File: src/sv/bthin_pkg.sv
`default_nettype none
// ----------------------------------------------------------------------------
// bthin_pkg - shared types and constants for the thinning block
// Request payloads, action and register codes, controller states and the
// neighbor offset table used by the scan.
// ----------------------------------------------------------------------------
package bthin_pkg;

  localparam int MAX_WIDTH_DEF  = 256;
  localparam int MAX_HEIGHT_DEF = 256;
  localparam int CFG_W          = 16;
  localparam int CFG_IDX_W      = 2;
  localparam int SIZE_W         = 9;
  localparam int CNT_W          = 16;
  localparam int MIN_SET        = 2;
  localparam int MAX_SET        = 6;
  localparam int NBR_LAST       = 9;

  typedef enum logic [1:0] {
    ACT_WRITE = 2'd0,
    ACT_READ  = 2'd1,
    ACT_RUN   = 2'd2,
    ACT_NONE  = 2'd3
  } action_t;

  typedef enum logic [CFG_IDX_W-1:0] {
    REG_WIDTH  = 2'd0,
    REG_HEIGHT = 2'd1,
    REG_LIMIT  = 2'd2,
    REG_NONE   = 2'd3
  } cfg_reg_t;

  typedef struct packed {
    logic [1:0] action;
    logic [7:0] row;
    logic [7:0] col;
    logic       pixel_in;
  } in_item_t;

  typedef struct packed {
    logic             pixel_out;
    logic [CNT_W-1:0] passes_run;
  } out_item_t;

  typedef enum logic [7:0] {
    ST_IDLE     = 8'b0000_0001,
    ST_READ     = 8'b0000_0010,
    ST_ITER     = 8'b0000_0100,
    ST_SCAN     = 8'b0000_1000,
    ST_EVAL     = 8'b0001_0000,
    ST_APPLY_RD = 8'b0010_0000,
    ST_APPLY_WR = 8'b0100_0000,
    ST_FIN      = 8'b1000_0000
  } state_t;

  // neighbor window sample and the pass it is tested under
  typedef struct packed {
    logic [7:0] nbr;
    logic       second;
  } win_t;

  typedef struct packed {
    logic signed [1:0] dr;
    logic signed [1:0] dc;
  } offs_t;

  // slot 0 is the center, slots 1..8 are p2..p9 clockwise from north
  function automatic offs_t nbr_offset(input logic [3:0] k);
    offs_t o;
    case (k)
      4'd1:    o = '{dr: -2'sd1, dc:  2'sd0};
      4'd2:    o = '{dr: -2'sd1, dc:  2'sd1};
      4'd3:    o = '{dr:  2'sd0, dc:  2'sd1};
      4'd4:    o = '{dr:  2'sd1, dc:  2'sd1};
      4'd5:    o = '{dr:  2'sd1, dc:  2'sd0};
      4'd6:    o = '{dr:  2'sd1, dc: -2'sd1};
      4'd7:    o = '{dr:  2'sd0, dc: -2'sd1};
      4'd8:    o = '{dr: -2'sd1, dc: -2'sd1};
      default: o = '{dr:  2'sd0, dc:  2'sd0};
    endcase
    return o;
  endfunction

endpackage
`default_nettype wire

File: src/sv/bthin_eval.sv
`default_nettype none
// ----------------------------------------------------------------------------
// bthin_eval - Zhang-Suen deletion test
// Decides from the eight neighbors whether a set pixel is removed.
// ----------------------------------------------------------------------------
module bthin_eval (
  input  wire bthin_pkg::win_t win,
  output logic                 del
);

  logic [3:0] sum;
  logic [3:0] trans;
  logic [7:0] n;
  logic       prod_ok;

  assign n = win.nbr;

  always_comb begin
    sum   = '0;
    trans = '0;
    for (int i = 0; i < 8; i++) begin
      sum = sum + 4'(n[i]);
      if (!n[i] && n[(i + 1) % 8]) begin
        trans = trans + 4'd1;
      end
    end
    if (!win.second) begin
      prod_ok = !(n[0] & n[2] & n[4]) && !(n[2] & n[4] & n[6]);
    end else begin
      prod_ok = !(n[0] & n[2] & n[6]) && !(n[0] & n[4] & n[6]);
    end
    del = (sum >= 4'(bthin_pkg::MIN_SET)) && (sum <= 4'(bthin_pkg::MAX_SET)) &&
          (trans == 4'd1) && prod_ok;
  end

endmodule
`default_nettype wire

File: config.mk
export PLATFORM = sky130hd
export DESIGN_NAME = bthin_eval
export DESIGN_NICKNAME = d
export VERILOG_FILES = /design/src/sv/bthin_pkg.sv /design/src/sv/bthin_eval.sv
export SDC_FILE = /design/constraint.sdc
export NUM_CORES = 1
export LEC_CHECK = 0
export ABC_CLOCK_PERIOD_IN_PS = 5080
export BUFFER_PORTS_ARGS = -buffer_cell sky130_fd_sc_hd__buf_2
export CORE_MARGIN = 3
export CORE_UTILIZATION = 46
export DETAILED_ROUTE_END_ITERATION = 16
export PLACE_DENSITY = 0.68
export RECOVER_POWER = 25
export SLEW_MARGIN = 0
export SYNTH_ARGS = -nofsm -noshare
export SYNTH_HDL_FRONTEND = slang
export SYNTH_SLANG_ARGS = --single-unit
File: constraint.sdc
create_clock -name vclk -period 5.08
set_input_delay 0.762 -clock vclk [all_inputs]
set_output_delay 0.762 -clock vclk [all_outputs]
set_load 0.05 [all_outputs]
# [After elaboration in Yosys (flattened, before gate mapping)]
# Cells that the tools add are included.
[totals] regBits=0 input_bits=9 output_inout_bits=1 elab_cells=58
[classes] addsub=14 magnitude_cmp=2 n_eq_ne=1 muxes=9 bitwise_logic=7 reduce_logical=25
[op_table] op="adder 4 x 1 -> 4 bit, second input constant" count=7
[op_table] op="two-way mux 4 bit" count=7
[op_table] op="adder 4 x 1 -> 4 bit" count=4
[op_table] op="logical AND 1 bit" count=13
[op_table] op="zero test 1 bit" count=12
[op_table] op="bitwise AND 1 bit" count=7
[op_table] op="adder 3 x 1 -> 4 bit" count=1
[op_table] op="== test 4 x 1 -> 1 bit, second input constant" count=1
[op_table] op="greater-or-equal comparator 4 x 2 -> 1 bit, second input constant" count=1
[op_table] op="<= comparator 4 x 3 -> 1 bit, second input constant" count=1
[op_table] op="adder 2 x 1 -> 3 bit" count=1
[op_table] op="adder 1 x 1 -> 2 bit" count=1
[op_table] op="two-way mux 1 bit" count=2

# [Logic depth before layout (Yosys ltp)]
[logic_depth] ltp_word=20 depth_mapped=21 depth_no_buf=21

# [Worst setup path after synthesis]
# Ideal clock, no wire load.
[synth_path] path_kind="input -> output" startpoint="in win[4] in the netlist's numbering" endpoint="out del" arrival_ps=4798 t_required_ps=4318 setup_slack_ps=-480 cell_stages=20 path_buffers=1 path_cell_list="buf_4 nor2b_1 a21oi_1 a21oi_1 ha_1 a22oi_1 o31a_2 inv_1 ha_1 nor2_1 a21oi_1 ha_1 mux2_2 ha_1 o221ai_1 a22oi_2 ha_1 or3_1 nor3b_1 o2111a_1"
[synth_via] elab_chain_len=15 word_cells_on_any_way=25 cone_classes="add/sub (10); order compare (2); eq/ne (1); mux (6); reduce/logical (6)"
[synth_lines] element="from (decl)" line="bthin_eval.sv:7" source="input wire bthin_pkg::win_t win,"
[synth_lines] element="logical AND 1 bit" line="bthin_eval.sv:23" source="if (!n[i] && n[(i + 1) % 8]) begin"
[synth_lines] element="two-way mux 4 bit" line="bthin_eval.sv:23"
[synth_lines] element="adder 4 x 1 -> 4 bit" line="bthin_eval.sv:24" source="trans = trans + 4'd1;"
[synth_lines] element="two-way mux 4 bit" line="bthin_eval.sv:23"
[synth_lines] element="adder 4 x 1 -> 4 bit" line="bthin_eval.sv:24"
[synth_lines] element="two-way mux 4 bit" line="bthin_eval.sv:23"
[synth_lines] element="adder 4 x 1 -> 4 bit" line="bthin_eval.sv:24"
[synth_lines] element="two-way mux 4 bit" line="bthin_eval.sv:23"
[synth_lines] element="adder 4 x 1 -> 4 bit" line="bthin_eval.sv:24"
[synth_lines] element="two-way mux 4 bit" line="bthin_eval.sv:23"
[synth_lines] element="adder 4 x 1 -> 4 bit" line="bthin_eval.sv:24"
[synth_lines] element="two-way mux 4 bit" line="bthin_eval.sv:23"
[synth_lines] element="== test 4 x 1 -> 1 bit" line="bthin_eval.sv:33" source="(trans == 4'd1) && prod_ok;"
[synth_lines] element="logical AND 1 bit (*)" line="bthin_eval.sv:32" source="del = (sum >= 4'(bthin_pkg::MIN_SET)) && (sum <= 4'(bthin_pkg::MAX_SET)) &&"
[synth_lines] element="logical AND 1 bit (*)" line="bthin_eval.sv:33"
[synth_lines] element="to (decl)" line="bthin_eval.sv:8" source="output logic del"
# Every way passes the cells marked *; elsewhere a longest branch is shown, timed or not.

# [Worst setup path in the final report]
[layout_path] startpoint="in win[1] in the netlist's numbering" endpoint="out del"
[layout_via] elab_chain_len=20 word_cells_on_any_way=42 cone_classes="add/sub (14); order compare (2); eq/ne (1); mux (9); bitwise (5); reduce/logical (11)"
[layout_lines] element="zero test 1 bit" line="bthin_eval.sv:23"
[layout_lines] element="logical AND 1 bit" line="bthin_eval.sv:23"
[layout_lines] element="two-way mux 1 bit" line="bthin_eval.sv:23"
[layout_lines] element="adder 4 x 1 -> 4 bit" line="bthin_eval.sv:24"
[layout_lines] element="two-way mux 4 bit" line="bthin_eval.sv:23"
[layout_lines] element="adder 4 x 1 -> 4 bit" line="bthin_eval.sv:24"
[layout_lines] element="two-way mux 4 bit" line="bthin_eval.sv:23"
[layout_lines] element="adder 4 x 1 -> 4 bit" line="bthin_eval.sv:24"
[layout_lines] element="[... 4 more ...]"
[layout_lines] element="two-way mux 4 bit" line="bthin_eval.sv:23"
[layout_lines] element="adder 4 x 1 -> 4 bit" line="bthin_eval.sv:24"
[layout_lines] element="two-way mux 4 bit" line="bthin_eval.sv:23"
[layout_lines] element="adder 4 x 1 -> 4 bit" line="bthin_eval.sv:24"
[layout_lines] element="two-way mux 4 bit" line="bthin_eval.sv:23"
[layout_lines] element="== test 4 x 1 -> 1 bit" line="bthin_eval.sv:33"
[layout_lines] element="logical AND 1 bit" line="bthin_eval.sv:32"
[layout_lines] element="logical AND 1 bit (*)" line="bthin_eval.sv:33"
# Marks and branches as above.

==> flow_metrics.tcl <==
set metrics [dict create \
    max_cap_viol_count 0 \
    power.density_mw_per_mm2 158 \
    start_util 0.499 \
    violations "negative setup slack" \
    dieHeight_um 46.9 \
    ant_nets 0 \
    finalHoldViolCount 0 \
    fin_crit_ns 5.32 \
    fin_ws_ns -0.238 \
    grt_pass1_wl_um 3280 \
    die_x_um 46.9 \
    layout.cells.non_filler 148 \
    drt_iter0_markers 14 \
    worstMarginPinSlew_ns 0.365 \
    fin_crit_sh 1.05 \
    rows 14 \
    grt_max_degree 10 \
    vdd_ir_drop_max_mv 0.130 \
    routed_wl_um 1940 \
    io_buffers 10 \
    drv_slew 0 \
    register_area_um2 0 \
    status "finished with violations" \
    seq_cell_count 0 \
    synth_area_leaders "ha_1 (15%), fa_1 (10%), inv_1 (6.8%), nor2_1 (6.3%), nor3b_1 (4.9%)" \
    synth_top_cell_by_area "ha_1" \
    final_core_util 0.708 \
    core_mm2 0.00154 \
    synthDistinctLibCells 38 \
    end_kind "primary output" \
    grt_pass1_vias 754 \
    slew_headroom 0.754 \
    synth.top_cell.area_share 0.146 \
    finalNetCount 156 \
    yosysSeqAreaShare 0 \
    holdPathEnd "del" \
    die_area_mm2 0.00220 \
    worstSetupStartpointType "input port" \
    hp-start "win[0]" \
    required_ns 4.32 \
    dp_cells 146 \
    drc_errors 0 \
    critPathArrivalTime_ns 4.56 \
    yosysWarnings 0 \
    power.leakage_uw 0.000493 \
    synth_cells 104 \
    antenna_found_initial 0 \
    track_usage 0.197 \
    place_congestion 0.934 \
    dpl-instance-area_mm2 0.00102 \
    fmax_mhz 188 \
    diodes 0 \
    io_pins 10 \
    overflow 0 \
    grt_setup_unrepaired "true" \
    dr.pass1.iters 4 \
    syn_area_per_cell_um2 7.40 \
    critical_path_class "in -> out" \
    synth_area_um2 769 \
    cp_max_fo 4 \
    synthToLayoutAreaGrowth_pct 41.8 \
    viasPerCell 5.69 \
    fin_area_mm2 0.00109 \
    synth_nets 126 \
    hold_path.class "in -> out" \
    place_hpwl_um 1610 \
    wire_per_inst_um 13.1 \
    whs_path_depth 5 \
    via_count 842 \
    fin_hold_ws_ns 2.09 \
    layout-drive-gt1-share 0.447 \
    setup_viol 1 \
    nClkBuffers 0 \
]
metal layers:
| metal | share of wire | vias up | track usage |
|---|---|---|---|
| met4 | 0.0077 | 0 | 0.00552 |
| met5 | 0 | - | 0 |
| met3 | 0.022 | 2 | 0 |
| met2 | 0.51 | 14 | 0.347 |
| li1 | - | 430 | - |
| met1 | 0.46 | 396 | 0.284 |
area by class of cell:
cell class	count	area (µm²)
well taps	16	20.0
inverters	15	63.8
multi-input cells	84	759
fillers	123	450
repair buffers	33	248
Yosys cell counts (2+ instances only):
library cell / number
xnor2_1: 2
nor3b_1: 5
a21oi_1: 6
nor2_1: 13
a221oi_1: 2
o221ai_1: 3
o22ai_1: 2
o21ai_0: 4
inv_1: 14
nand2_1: 6
ha_1: 9
xor2_1: 4
buf_4: 2
buf_2: 2
nor2b_1: 2
fa_1: 4
nor3_1: 3
worst max-delay path, stage by stage:
cell and delay [ns]:
buf_2 0.11, inv_2 0.06, ha_4 0.16, inv_1 0.09, nor2_1 0.06, ha_1 0.30
a22oi_2 0.15, o31a_2 0.18, inv_2 0.05, ha_4 0.26, nor2_2 0.03, a21oi_2 0.13
ha_1 0.25, mux2_4 0.29, ha_4 0.24, o221ai_2 0.16, a22oi_2 0.11, ha_1 0.29
or3_1 0.35, nor3b_2 0.16, o2111a_2 0.21, buf_8 0.14
timing repair:
action                                  in CTS  in global routing
pin swaps                                    0                  3
resized for setup                            9                  6
hold buffers                                 0                  0
setup buffers                                0                  2
endpoints found under the setup margin       1                  1
cloned                                       0                  0
power breakdown:
group	switching [µW]	total [µW]	internal, µW	leakage, µW
registers	0	0	0	0
logic	84.1	172	87.9	0.000493
clock network	0	0	0	0
cell families (layout without fill, tap and decap cells):
group / after synthesis / after routing / synth area share
AO/OA/AOI/OAI: 28 / 28 / 0.291
XOR/XNOR: 6 / 6 / 0.0683
adder cells (fa/ha/maj): 13 / 13 / 0.250
buffers and inverters: 20 / 48 / 0.120
multiplexers: 1 / 1 / 0.0146
AND/OR/NAND/NOR: 36 / 36 / 0.255
placed cells by master (no fill, tap or decap), types with 3 or more instances in the layout:
master | synthesis | routed
buf_4 | 2 | 23
inv_1 | 14 | 11
nor2_1 | 13 | 11
buf_2 | 2 | 8
nand2_1 | 6 | 6
ha_1 | 9 | 6
xor2_1 | 4 | 4
nor3b_1 | 5 | 4
o21ai_0 | 4 | 4
fa_1 | 4 | 4
inv_2 | 1 | 3
a21oi_1 | 6 | 3
a21oi_2 | 0 | 3
nor3_1 | 3 | 3
ha_4 | 0 | 3
stage by stage:
step / total power, µW / worst slack, ns / setup TNS [ns]
6_report: 172 / -0.238 / -0.238
2_1_floorplan: 117 / -0.190 / -0.190
5_1_grt: 191 / -0.440 / -0.440
4_1_cts: 168 / -0.281 / -0.281
3_5_place_dp: 161 / -0.469 / -0.469
3_3_place_gp: 155 / -0.374 / -0.374
worst max-delay path by stage:
stage,to,slack [ns],cells after the start,startpoint
floorplan,del,-0.19,20,win[4]
global placement,del,-0.37,23,win[2]
detailed placement,del,-0.47,23,win[2]
CTS,del,-0.28,23,win[2]
global route,del,-0.44,22,win[1]
finish,del,-0.24,22,win[1]
Note: power is estimated with default switching activity, not from simulation.
